==> src/hdl/text_console_writer_assert.svh <==
// Assertion shorthands used by the console RTL; the using module
// provides aclk and aresetn.
`ifndef TEXT_CONSOLE_WRITER_ASSERT_SVH
`define TEXT_CONSOLE_WRITER_ASSERT_SVH

// Check that a condition implies an expression in the same cycle.
`define TCW_ASSERT_SAME(label, cond, expr, msg) \
    label: assert property (@(posedge aclk) disable iff (!aresetn) (cond) |-> (expr)) \
        else $error(msg);

// Check that a condition implies an expression in the next cycle.
`define TCW_ASSERT_NEXT(label, cond, expr, msg) \
    label: assert property (@(posedge aclk) disable iff (!aresetn) (cond) |=> (expr)) \
        else $error(msg);

`endif

==> src/hdl/tcw_pkg.sv <==
package tcw_pkg;

    // Fixed field widths of the ports
    localparam int CELL_W    = 16;
    localparam int GLYPH_W   = 8;
    localparam int ATTR_W    = 8;
    localparam int INDEX_W   = 11;
    localparam int ROW_OUT_W = 5;
    localparam int COL_OUT_W = 7;

    // Default screen geometry
    localparam int DEF_COLUMNS = 80;
    localparam int DEF_ROWS    = 25;

    // Character and attribute codes
    localparam logic [GLYPH_W-1:0] NEWLINE_CODE = 8'd10;
    localparam logic [GLYPH_W-1:0] SPACE_CODE   = 8'h20;
    localparam logic [ATTR_W-1:0]  LIGHT_GREY   = 8'd7;
    localparam logic [CELL_W-1:0]  BLANK_CELL   = {LIGHT_GREY, SPACE_CODE};

    // Item operations
    typedef enum logic {
        OP_PUT  = 1'b0,
        OP_READ = 1'b1
    } op_t;

    // One result item
    typedef struct packed {
        logic [CELL_W-1:0]    cell_word;
        logic [ROW_OUT_W-1:0] cursor_row;
        logic [COL_OUT_W-1:0] cursor_column;
    } res_t;

endpackage

==> src/hdl/tcw_seq.sv <==
module tcw_seq #(
    parameter int COLUMNS = tcw_pkg::DEF_COLUMNS,
    parameter int ROWS    = tcw_pkg::DEF_ROWS,
    localparam int CELL_COUNT = COLUMNS * ROWS,
    localparam int ADDR_W     = $clog2(CELL_COUNT)
) (
    input  logic                        aclk,
    input  logic                        aresetn,
    // item input
    input  logic                        s_valid,
    output logic                        s_ready,
    input  logic                        s_opcode,
    input  logic [tcw_pkg::GLYPH_W-1:0] s_char_code,
    input  logic [tcw_pkg::INDEX_W-1:0] s_cell_index,
    // current attribute
    input  logic [tcw_pkg::ATTR_W-1:0]  attr,
    // result toward the output register
    output logic                        res_valid,
    input  logic                        res_ready,
    output tcw_pkg::res_t               res,
    // screen memory
    output logic                        mem_we,
    output logic [ADDR_W-1:0]           mem_waddr,
    output logic [tcw_pkg::CELL_W-1:0]  mem_wdata,
    output logic                        mem_re,
    output logic [ADDR_W-1:0]           mem_raddr,
    input  logic [tcw_pkg::CELL_W-1:0]  mem_rdata
);

    localparam int ROW_W = $clog2(ROWS);
    localparam int COL_W = $clog2(COLUMNS);

    localparam logic [ADDR_W-1:0] LAST_CELL = ADDR_W'(CELL_COUNT - 1);
    localparam logic [ADDR_W-1:0] COPY_LAST = ADDR_W'(CELL_COUNT - COLUMNS - 1);
    localparam logic [ADDR_W-1:0] FILL_BASE = ADDR_W'(CELL_COUNT - COLUMNS);
    localparam logic [ADDR_W-1:0] ROW_STEP  = ADDR_W'(COLUMNS);
    localparam logic [ROW_W-1:0]  LAST_ROW  = ROW_W'(ROWS - 1);
    localparam logic [COL_W-1:0]  LAST_COL  = COL_W'(COLUMNS - 1);

    typedef enum logic [4:0] {
        ST_CLEAR = 5'b00001,
        ST_IDLE  = 5'b00010,
        ST_READ  = 5'b00100,
        ST_COPY  = 5'b01000,
        ST_FILL  = 5'b10000
    } state_t;

    state_t                     state_reg, state_next;
    logic [ROW_W-1:0]           row_reg, row_next;
    logic [COL_W-1:0]           col_reg, col_next;
    logic [ADDR_W-1:0]          base_reg, base_next;
    logic [ADDR_W-1:0]          ptr_reg, ptr_next;
    logic                       cp_valid_reg, cp_valid_next;
    logic [ADDR_W-1:0]          cp_addr_reg, cp_addr_next;
    logic [tcw_pkg::ATTR_W-1:0] fill_attr_reg, fill_attr_next;
    logic                       res_valid_reg, res_valid_next;
    tcw_pkg::res_t              res_reg, res_next;

    logic accept;
    logic idx_ok;

    assign s_ready   = (state_reg == ST_IDLE) && (!res_valid_reg || res_ready);
    assign accept    = s_valid && s_ready;
    assign idx_ok    = 32'(s_cell_index) < CELL_COUNT;
    assign res_valid = res_valid_reg;
    assign res       = res_reg;

    // Sequence items, scrolls and the clearing pass
    always_comb begin
        logic wrap;
        wrap           = 1'b0;
        state_next     = state_reg;
        row_next       = row_reg;
        col_next       = col_reg;
        base_next      = base_reg;
        ptr_next       = ptr_reg;
        cp_valid_next  = 1'b0;
        cp_addr_next   = cp_addr_reg;
        fill_attr_next = fill_attr_reg;
        res_valid_next = res_valid_reg && !res_ready;
        res_next       = res_reg;
        mem_we         = 1'b0;
        mem_waddr      = ptr_reg;
        mem_wdata      = tcw_pkg::BLANK_CELL;
        mem_re         = 1'b0;
        mem_raddr      = ptr_reg + ROW_STEP;

        case (state_reg)
            ST_CLEAR: begin
                mem_we = 1'b1;
                if (ptr_reg == LAST_CELL) begin
                    ptr_next   = '0;
                    state_next = ST_IDLE;
                end else begin
                    ptr_next = ptr_reg + ADDR_W'(1);
                end
            end
            ST_IDLE: begin
                if (accept) begin
                    if (s_opcode == tcw_pkg::OP_READ) begin
                        if (idx_ok) begin
                            mem_re     = 1'b1;
                            mem_raddr  = ADDR_W'(s_cell_index);
                            state_next = ST_READ;
                        end else begin
                            res_valid_next         = 1'b1;
                            res_next.cell_word     = '0;
                            res_next.cursor_row    = tcw_pkg::ROW_OUT_W'(row_reg);
                            res_next.cursor_column = tcw_pkg::COL_OUT_W'(col_reg);
                        end
                    end else begin
                        if (s_char_code == tcw_pkg::NEWLINE_CODE) begin
                            wrap = 1'b1;
                        end else begin
                            mem_we    = 1'b1;
                            mem_waddr = base_reg + ADDR_W'(col_reg);
                            mem_wdata = {attr, s_char_code};
                            if (col_reg == LAST_COL) begin
                                wrap = 1'b1;
                            end else begin
                                col_next = col_reg + COL_W'(1);
                            end
                        end
                        // move down a line, or scroll from the bottom row
                        if (wrap) begin
                            col_next = '0;
                            if (row_reg == LAST_ROW) begin
                                ptr_next       = '0;
                                fill_attr_next = attr;
                                state_next     = ST_COPY;
                            end else begin
                                row_next  = row_reg + ROW_W'(1);
                                base_next = base_reg + ROW_STEP;
                            end
                        end
                        res_valid_next         = 1'b1;
                        res_next.cell_word     = '0;
                        res_next.cursor_row    = tcw_pkg::ROW_OUT_W'(row_next);
                        res_next.cursor_column = tcw_pkg::COL_OUT_W'(col_next);
                    end
                end
            end
            ST_READ: begin
                res_valid_next         = 1'b1;
                res_next.cell_word     = mem_rdata;
                res_next.cursor_row    = tcw_pkg::ROW_OUT_W'(row_reg);
                res_next.cursor_column = tcw_pkg::COL_OUT_W'(col_reg);
                state_next             = ST_IDLE;
            end
            ST_COPY: begin
                // read one row below, write back on the next cycle
                mem_re        = 1'b1;
                cp_valid_next = 1'b1;
                cp_addr_next  = ptr_reg;
                if (ptr_reg == COPY_LAST) begin
                    ptr_next   = FILL_BASE;
                    state_next = ST_FILL;
                end else begin
                    ptr_next = ptr_reg + ADDR_W'(1);
                end
            end
            ST_FILL: begin
                if (!cp_valid_reg) begin
                    mem_we    = 1'b1;
                    mem_wdata = {fill_attr_reg, tcw_pkg::SPACE_CODE};
                    if (ptr_reg == LAST_CELL) begin
                        ptr_next   = '0;
                        state_next = ST_IDLE;
                    end else begin
                        ptr_next = ptr_reg + ADDR_W'(1);
                    end
                end
            end
            default: begin
                state_next = ST_IDLE;
            end
        endcase

        // finish the pending row copy
        if (cp_valid_reg) begin
            mem_we    = 1'b1;
            mem_waddr = cp_addr_reg;
            mem_wdata = mem_rdata;
        end
    end

    // Control state
    always_ff @(posedge aclk) begin
        if (!aresetn) begin
            state_reg     <= ST_CLEAR;
            row_reg       <= '0;
            col_reg       <= '0;
            base_reg      <= '0;
            ptr_reg       <= '0;
            cp_valid_reg  <= 1'b0;
            res_valid_reg <= 1'b0;
        end else begin
            state_reg     <= state_next;
            row_reg       <= row_next;
            col_reg       <= col_next;
            base_reg      <= base_next;
            ptr_reg       <= ptr_next;
            cp_valid_reg  <= cp_valid_next;
            res_valid_reg <= res_valid_next;
        end
    end

    // Payload state
    always_ff @(posedge aclk) begin
        cp_addr_reg   <= cp_addr_next;
        fill_attr_reg <= fill_attr_next;
        res_reg       <= res_next;
    end

`include "text_console_writer_assert.svh"

    `TCW_ASSERT_SAME(a_cursor_range, 1'b1, (row_reg <= LAST_ROW) && (col_reg <= LAST_COL), "cursor out of screen")
    `TCW_ASSERT_SAME(a_row_base, 1'b1, int'(base_reg) == int'(row_reg) * COLUMNS, "row base does not match cursor row")
    `TCW_ASSERT_SAME(a_copy_order, (state_reg == ST_COPY) && cp_valid_reg, mem_waddr < mem_raddr, "row copy writes ahead of its reads")
    `TCW_ASSERT_NEXT(a_read_slot, accept && (s_opcode == tcw_pkg::OP_READ) && idx_ok, (state_reg == ST_READ) && !res_valid_reg, "read data would overwrite a pending result")

endmodule

==> config.mk <==
export PLATFORM = sky130hd
export DESIGN_NAME = tcw_seq
export DESIGN_NICKNAME = d
export VERILOG_FILES = /design/src/hdl/tcw_pkg.sv /design/src/hdl/tcw_seq.sv
export VERILOG_INCLUDE_DIRS = /design/src /design/src/hdl
export SDC_FILE = /design/constraint.sdc
export NUM_CORES = 1
export LEC_CHECK = 0
export BUFFER_PORTS_ARGS = -buffer_cell sky130_fd_sc_hd__buf_2
export CAP_MARGIN = 20
export CORE_ASPECT_RATIO = 1.1
export CORE_MARGIN = 1
export CORE_UTILIZATION = 54
export DETAILED_ROUTE_END_ITERATION = 10
export PLACE_DENSITY = 0.87
export SLEW_MARGIN = 20
export SYNTH_ARGS = -nofsm -noshare
export SYNTH_HDL_FRONTEND = slang
export SYNTH_SLANG_ARGS = --single-unit
==> constraint.sdc <==
create_clock -name aclk -period 3.1 [get_ports aclk]
set_input_delay 0.31 -clock aclk [delete_from_list [all_inputs] [get_ports aclk]]
set_output_delay 0.31 -clock aclk [all_outputs]
set_load 0.01 [all_outputs]
==> results of run 1 <==
==> worst max-delay path, stage by stage (launching register included) <==
cell and delay (ps):
sky130_fd_sc_hd__dfxtp_1 420, sky130_fd_sc_hd__nor4_4 400, sky130_fd_sc_hd__nand4_4 240, sky130_fd_sc_hd__nor2_1 560, sky130_fd_sc_hd__buf_4 280, sky130_fd_sc_hd__nand2_1 60
sky130_fd_sc_hd__o21ai_0 80, sky130_fd_sc_hd__buf_2 160
==> power by group <==
group          total, mW  internal (mW)  switching [mW]
combinational      0.347          0.146           0.201
sequential          1.25           1.20          0.0504
clock              0.902          0.484           0.419
total               2.50           1.83           0.670
==> placed cells by master (no fill, tap or decap), types with 11 or more instances in the layout <==
master | Yosys | layout
sky130_fd_sc_hd__nand3_1 | 13 | 13
sky130_fd_sc_hd__and3_1 | 11 | 11
sky130_fd_sc_hd__inv_1 | 16 | 16
sky130_fd_sc_hd__nand2_1 | 63 | 63
sky130_fd_sc_hd__buf_4 | 1 | 11
sky130_fd_sc_hd__mux2i_1 | 12 | 12
sky130_fd_sc_hd__o21ai_0 | 58 | 58
sky130_fd_sc_hd__a21oi_1 | 17 | 17
sky130_fd_sc_hd__buf_2 | 6 | 117
sky130_fd_sc_hd__xor2_1 | 13 | 13
sky130_fd_sc_hd__dfxtp_1 | 37 | 37
sky130_fd_sc_hd__edfxtp_1 | 47 | 47
sky130_fd_sc_hd__nor2_1 | 29 | 29
sky130_fd_sc_hd__and2_1 | 28 | 28
==> metal layers <==
layer / GRT usage (%) / vias to the layer above / share of wire [%]
met3: 4.24 / 18 / 8.1
met1: 32.7 / 1976 / 42
met4: 11.5 / 0 / 2.1
met5: 0 / - / 0
met2: 45.5 / 216 / 48
li1: - / 2051 / -
==> per-stage QoR <==
| stage | instances | utilization [%] | power [mW] | area, µm² | worst slack (ps) |
|---|---|---|---|---|---|
| 6_report | 732 | 67.2 | 2.50 | 5650 | 225 |
| 5_1_grt | 732 | 67.2 | 2.58 | 5650 | 21.8 |
| 4_1_cts | 730 | 67.0 | 2.50 | 5630 | 73.6 |
| 3_5_place_dp | 714 | 64.1 | 1.61 | 5390 | 408 |
| 3_3_place_gp | 714 | 64.1 | 1.60 | 5390 | 434 |
| 2_1_floorplan | 505 | - | 1.47 | 4720 | 706 |
==> what timing repair did <==
action                     in CTS  in global routing
setup endpoints to repair       1                  3
cloned                          0                  0
pin swaps                       0                  1
hold endpoints to repair        0                  0
buffers inserted                0                  2
gates resized for setup         1                  1
==> cell type report <==
class	count	share of cell area, %
clock inverters	6	1.68
multi-input cells	377	42.4
well taps	111	2.46
clock buffers	10	2.44
repair buffers	128	11.8
flip-flops and latches	84	38.1
inverters	16	1.06
==> kinds of logic (layout without fill, tap and decap cells) <==
group           Yosys count  count (layout)  share of synthesized area, %
simple gates            198             198                          22.0
compound gates          127             127                          17.2
flops                    84              84                          45.6
buf+inv                  44             160                          3.90
xor+xnor                 23              23                          4.27
mux                      18              18                          3.98
fa+ha+maj                11              11                          3.08
==> worst max path at each step <==
stage / from / end / depth (start not counted)
6_report: state_reg[4] / mem_raddr[9] / 7
5_1_grt: state_reg[4] / mem_raddr[10] / 7
4_1_cts: state_reg[4] / mem_wdata[14] / 5
3_5_place_dp: state_reg[4] / mem_waddr[0] / 7
3_3_place_gp: state_reg[4] / mem_waddr[0] / 7
2_1_floorplan: col_reg[0] / base_reg[9] / 7
==> reports/qor_table.md, run 1 <==
| Stage | Parameter | Value |
| --- | --- | --- |
| floorplanning | Standard-cell rows | 35 |
| setup path | Register-to-register path setup slack | 540 ps |
| sta | Top achievable clock speed | 348 MHz |
| finish | Final-stage net count | 675 |
| clock network | Insertion delay to the later sink of the worst-skew pair | 370 ps |
| finish | Total inserted antenna cells | 0 |
| global routing | Total global routing track utilization | 26.3% |
| worst hold path | Hold Crit Depth | 1 |
| setup path | Reg-to-Reg Start | state_reg[4] |
| global routing | Total overflow reported by the global router | 0 |
| clock network | CTS clock-pin slew for the worst setup and hold paths | 90 ps |
| finish | Area of combinational cells with multiple inputs | 0.00240 mm² |
| synthesis | Proportion of synthesized flip-flops having asynchronous set or reset | 0% |
| global routing | Pin count of the biggest net entering global routing | 52 |
| route | Average routed wire per standard cell | 15.9 µm |
| sta | Remaining max-slew budget at the tightest pin | 57.5% |
| setup path | Data required time at the worst endpoint | 2790 ps |
| run status | Outcome | finished, final reports clean |
| sta | Final Cycle Share | 92.7% |
| synthesis | Top post-synthesis cells by count | 63 x sky130_fd_sc_hd__nand2_1, 58 x sky130_fd_sc_hd__o21ai_0, 47 x sky130_fd_sc_hd__edfxtp_1, 37 x sky130_fd_sc_hd__dfxtp_1, 29 x sky130_fd_sc_hd__nor2_1 |
| route | Vias per std cell | 5.82 |
| global routing | Via count of the first global-routing pass | 3992 |
| synthesis | Dominant cells by area after synthesis | sky130_fd_sc_hd__edfxtp_1 30%, sky130_fd_sc_hd__dfxtp_1 16%, sky130_fd_sc_hd__o21ai_0 6.2% |
| clock network | Number of H-tree levels | 3 |
| synthesis | Dominant register cell in the synthesized netlist | sky130_fd_sc_hd__edfxtp_1 |
| synthesis | Most repeated cell in the gate-level netlist after synthesis | sky130_fd_sc_hd__nand2_1 |
| finish | Fraction of final layout cells sized beyond drive strength 1 | 26.6% |
| floorplanning | Initial core utilization | 56.1% |
| sta | Final-report max-slew violation count | 0 |
| synthesis | Number of synthesized flops with an enable pin | 47 |
| finish | Footprint of the flip-flops and latches | 0.00215 mm² |
| route | Via Count | 4261 |
| floorplanning | Die Footprint | 0.00912 mm² |
| setup path | Sort of element at the start of the critical path | register |
| sta | Clock period minus worst slack | 2870 ps |
| finish | Fillers | 692 |
| setup path | Data arrival time of the critical path | 2560 ps |
| clock network | Number of buffers inserted during clock tree synthesis | 9 |
| clock network | CTS max path bufs | 2 |
| clock network | Hold buffer count at CTS | 0 |
| setup path | Start-to-end type of the worst setup path | register to output port |
| pwr | VDD IR-drop max | 0.000233 V |
| placed design | HPWL after detailed placement | 8650 µm |
| route | ANT nets after route | 0 |
| clock network | Root buf cell | sky130_fd_sc_hd__clkbuf_8 |
| route | Final WL | 11600 µm |
| setup path | Endpoint of the lowest-slack register-to-register path | ptr_reg[4] |
| floorplanning | Placeable core region | 0.00841 mm² |
| synthesis | Average instance area after synthesis | 9.34 µm² |
| synthesis | Number of warnings issued by yosys | 0 |
| finish | Synth-to-layout area growth | 19.8% |
| pwr | Total leakage power | 2.24 nW |
| clock network | CTS tree | yes |
| sta | Final number of setup-violating endpoints | 0 |
| synthesis | Synthesized instance count | 505 |
| synthesis | Total standard cell area after synthesis | 0.00472 mm² |
| clock network | TritonCTS sink count | 84 |
| setup path | Setup crit end kind | output port |
| synthesis | Post-synthesis sequential area ratio | 45.6% |
| worst hold path | Worst min-delay path startpoint | attr[5] |
| placed design | Total of buffers placed on input and output ports | 117 |
| worst hold path | Class of the tightest hold or removal check | primary input to register |
| synthesis | Post-synth top area share | 29.9% |
| floorplanning | Count of pins on the block boundary | 118 |
| synthesis | Total of flip-flops plus latches after synthesis | 84 |
| sta | Final-layout worst hold slack | 132 ps |
| synthesis | Cell variety after synth | 61 |
| sta | Post-route setup TNS | 0 ps |
| synthesis | Library cell occupying the most area in the post-synthesis netlist | sky130_fd_sc_hd__edfxtp_1 |
| synthesis | Synthesized Nets | 564 |
| floorplanning | Die extent in x | 91.1 µm |
| setup path | Number of cell instances on the worst register-to-register path | 6 |
| route | Count of unresolved DRC violations after routing | 0 |
| sta | Number of endpoints with negative hold slack in the final report | 0 |
| setup path | Maximum fanout along the worst path | 11 |
| finish | Max reg flops | 28 |
| flow run | Max_cap viols | 0 |
| floorplanning | Vertical extent of the die | 100 µm |
| route | First drt pass iteration count | 5 |
| global routing | Initial antenna violation count | 0 |
| placed design | Routability congestion estimate from global placement | 1.00 |
| global routing | Global-route wire length before repair | 18900 µm |
| pwr | Pwr dens | 442 mW/mm² |
| sta | Clock Skew | 9.45 ps |
| sta | Slew at the pin closest to its max-slew limit | 634 ps |
| sta | Setup repair after global routing missed its margin | no |
| worst hold path | Min-Delay Endpoint | fill_attr_reg[5] |
| route | Starting DRC count in detailed routing | 334 |
Note: power is estimated with default switching activity, not from simulation.
==> run 2: changes to the inputs <==
Settings changed: CTS_BUF_LIST set to sky130_fd_sc_hd__clkbuf_16, PLACE_DENSITY 0.87 to not set, PLACE_DENSITY_LB_ADDON set to 0.12.
==> reports/qor_table.md, run 2 (synthesis gave the netlist of run 1 again) <==
| Stage | Parameter | Value | Change |
| --- | --- | --- | --- |
| worst hold path | Class of the tightest hold or removal check | primary input to register | unchanged |
| sta | Top achievable clock speed | 338 MHz | was 348 MHz |
| setup path | Data required time at the worst endpoint | 2790 ps | about the same |
| floorplanning | Count of pins on the block boundary | 118 | unchanged |
| floorplanning | Placeable core region | 0.00841 mm² | unchanged |
| sta | Clock period minus worst slack | 2960 ps | was 2870 ps |
| setup path | Maximum fanout along the worst path | 12 | was 11 |
| sta | Final-report max-slew violation count | 0 | unchanged |
| pwr | Total power | 2.67 mW | was 2.50 mW |
| placed design | Routability congestion estimate from global placement | 0.932 | was 1.00 |
| finish | Cell Count, Final, Fillers Out | 732 | unchanged |
| run status | Outcome | finished, final reports clean | unchanged |
| pwr | Total leakage power | 2.27 nW | was 2.24 nW |
| placed design | Placed Cells | 716 | was 714 |
| sta | Number of endpoints with negative hold slack in the final report | 0 | unchanged |
| finish | Commonest non-fill, non-tap cells in the layout | 117 x sky130_fd_sc_hd__buf_2, 63 x sky130_fd_sc_hd__nand2_1, 58 x sky130_fd_sc_hd__o21ai_0 | unchanged |
| placed design | DP Area | 0.00541 mm² | was 0.00539 mm² |
| clock network | CTS tree | yes | unchanged |
| global routing | Pin count of the biggest net entering global routing | 52 | unchanged |
| setup path | Number of cell instances on the worst register-to-register path | 7 | was 6 |
| setup path | Reg-to-Reg Start | col_reg[0] | was state_reg[4] |
| finish | Final standard cell area without fillers | 0.00571 mm² | was 0.00565 mm² |
| finish | Synth-to-layout area growth | 21.1% | was 19.8% |
| route | First drt pass iteration count | 6 | was 5 |
| global routing | Via count of the first global-routing pass | 3827 | was 3992 |
| sta | Final number of setup-violating endpoints | 0 | unchanged |
| clock network | CTS clock-pin slew for the worst setup and hold paths | 60 ps | was 90 ps |
| sta | PnR worst setup slack | 140 ps | was 225 ps |
| floorplanning | Die Footprint | 0.00912 mm² | unchanged |
| sta | Post-route setup TNS | 0 ps | unchanged |
| pwr | VDD IR-drop max | 0.000311 V | was 0.000233 V |
| setup path | Endpoint of the lowest-slack register-to-register path | base_reg[9] | was ptr_reg[4] |
| floorplanning | Initial core utilization | 56.1% | unchanged |
| sta | Remaining max-slew budget at the tightest pin | 59.3% | was 57.5% |
| sta | Final Cycle Share | 95.5% | was 92.7% |
| floorplanning | Vertical extent of the die | 100 µm | unchanged |
| floorplanning | Standard-cell rows | 35 | unchanged |
| route | Final WL | 11900 µm | was 11600 µm |
| route | Starting DRC count in detailed routing | 255 | was 334 |
| placed design | Worst setup timing slack at the placement stage | 416 ps | was 408 ps |
| setup path | Sort of element at the start of the critical path | register | unchanged |
| pwr | Pwr dens | 467 mW/mm² | was 442 mW/mm² |
| floorplanning | Die extent in x | 91.1 µm | unchanged |
| global routing | Global-route track usage on met1 | 33.4% | was 32.7% |
| clock network | Number of buffers inserted during clock tree synthesis | 9 | unchanged |
| global routing | Global-route wire length before repair | 18800 µm | was 18900 µm |
| clock network | Root buf cell | sky130_fd_sc_hd__clkbuf_16 | was sky130_fd_sc_hd__clkbuf_8 |
| finish | Fillers | 696 | was 692 |
| setup path | Setup crit end kind | output port | unchanged |
| route | Average routed wire per standard cell | 16.3 µm | was 15.9 µm |
| finish | Final-stage net count | 675 | unchanged |
| setup path | Start-to-end type of the worst setup path | register to output port | unchanged |
| clock network | Hold buffer count at CTS | 0 | unchanged |
| flow run | Max_cap viols | 0 | unchanged |
| clock network | TritonCTS sink count | 84 | unchanged |
| setup path | Data arrival time of the critical path | 2650 ps | was 2560 ps |
| finish | End-of-flow core utilization | 67.9% | was 67.2% |
| global routing | Total global routing track utilization | 26.6% | was 26.3% |
| sta | Slew at the pin closest to its max-slew limit | 611 ps | was 634 ps |
| setup path | Register-to-register path setup slack | 500 ps | was 540 ps |
| route | Count of unresolved DRC violations after routing | 0 | unchanged |
| global routing | Met3 usage | 4.39% | was 4.24% |
| sta | Setup repair after global routing missed its margin | no | unchanged |
| route | Vias per std cell | 5.74 | was 5.82 |
| route | ANT nets after route | 0 | unchanged |
| route | Via Count | 4202 | was 4261 |
| clock network | Insertion delay to the later sink of the worst-skew pair | 340 ps | was 370 ps |
| setup path | Start point of the critical path | state_reg[4] | unchanged |
| clock network | Number of H-tree levels | 3 | unchanged |
| global routing | Initial antenna violation count | 0 | unchanged |
| global routing | Met2 routing resource usage after global routing | 46.0% | was 45.5% |
| sta | Clock Skew | 6.54 ps | was 9.45 ps |
| placed design | HPWL after detailed placement | 8770 µm | was 8650 µm |
| global routing | Busiest metal layer after global routing | met2 | unchanged |
| sta | Final-layout worst hold slack | 163 ps | was 132 ps |
| global routing | Total overflow reported by the global router | 0 | unchanged |
| finish | Total inserted antenna cells | 0 | unchanged |
| setup path | CP Capture Point | mem_waddr[1] | was mem_raddr[9] |
| finish | Fraction of final layout cells sized beyond drive strength 1 | 26.2% | was 26.6% |
| finish | Max reg flops | 28 | unchanged |
| finish | Most common cell after layout, fill and taps aside | sky130_fd_sc_hd__buf_2 | unchanged |
| placed design | Total of buffers placed on input and output ports | 117 | unchanged |
| clock network | CTS max path bufs | 2 | unchanged |
## run 2: changes by cell type in the layout (fill, tap and decap cells not counted), sizes merged
| cell | change |
|---|---|
| bufinv | -1 |
| clkbuf | -1 |
| clkinvlp | +3 |
| clkinv | -2 |
| inv | +1 |
## run 2: what timing repair did
item	CTS	global route
setup endpoints to repair	0	13
endpoints found under the hold margin	0	0
setup buffers	0	0
gates resized for setup	0	2
## run 2: worst min path at each step
stage	end	slack (ps)	depth (start not counted)	start
after global routing	fill_attr_reg[6]	160	1	attr[6]
final	fill_attr_reg[6]	160	1	attr[6]
after global placement	fill_attr_reg[6]	510	1	attr[6]
after detailed placement	fill_attr_reg[6]	510	1	attr[6]
after floorplan	cp_addr_reg[6]	410	0	ptr_reg[6]
after CTS	fill_attr_reg[6]	160	1	attr[6]
## run 2: metal layers
metal | vias to the layer above | wire [µm]
met5 | - | 0
met4 | 0 | 195
met3 | 18 | 730
met2 | 174 | 5860
met1 | 1970 | 5140
li1 | 2040 | -
## run 2: report_power, final
part           switching [mW]  internal, mW
sequential             0.0388          1.20
combinational           0.216         0.153
clock                   0.442         0.621
## run 2: area by class of cell
type                            instances  area [µm²]  share of cell area [%]
Sequential cell                        84        2150                    37.7
Inverter                               16        60.1                    1.05
Timing Repair Buffer                  128         668                    11.7
Clock buffer                            9         225                    3.94
Multi-Input combinational cell        377        2400                    42.0
Tap cell                              111         139                    2.43
Clock inverter                          7        68.8                    1.20
## run 2: critical path, cell delays in order (launching register included)
cell and delay, ps:
sky130_fd_sc_hd__dfxtp_1 410, sky130_fd_sc_hd__nor4_4 390, sky130_fd_sc_hd__nand4_4 250, sky130_fd_sc_hd__nor3_4 420
sky130_fd_sc_hd__buf_4 290, sky130_fd_sc_hd__mux2i_1 90, sky130_fd_sc_hd__o21ai_0 270, sky130_fd_sc_hd__buf_2 190
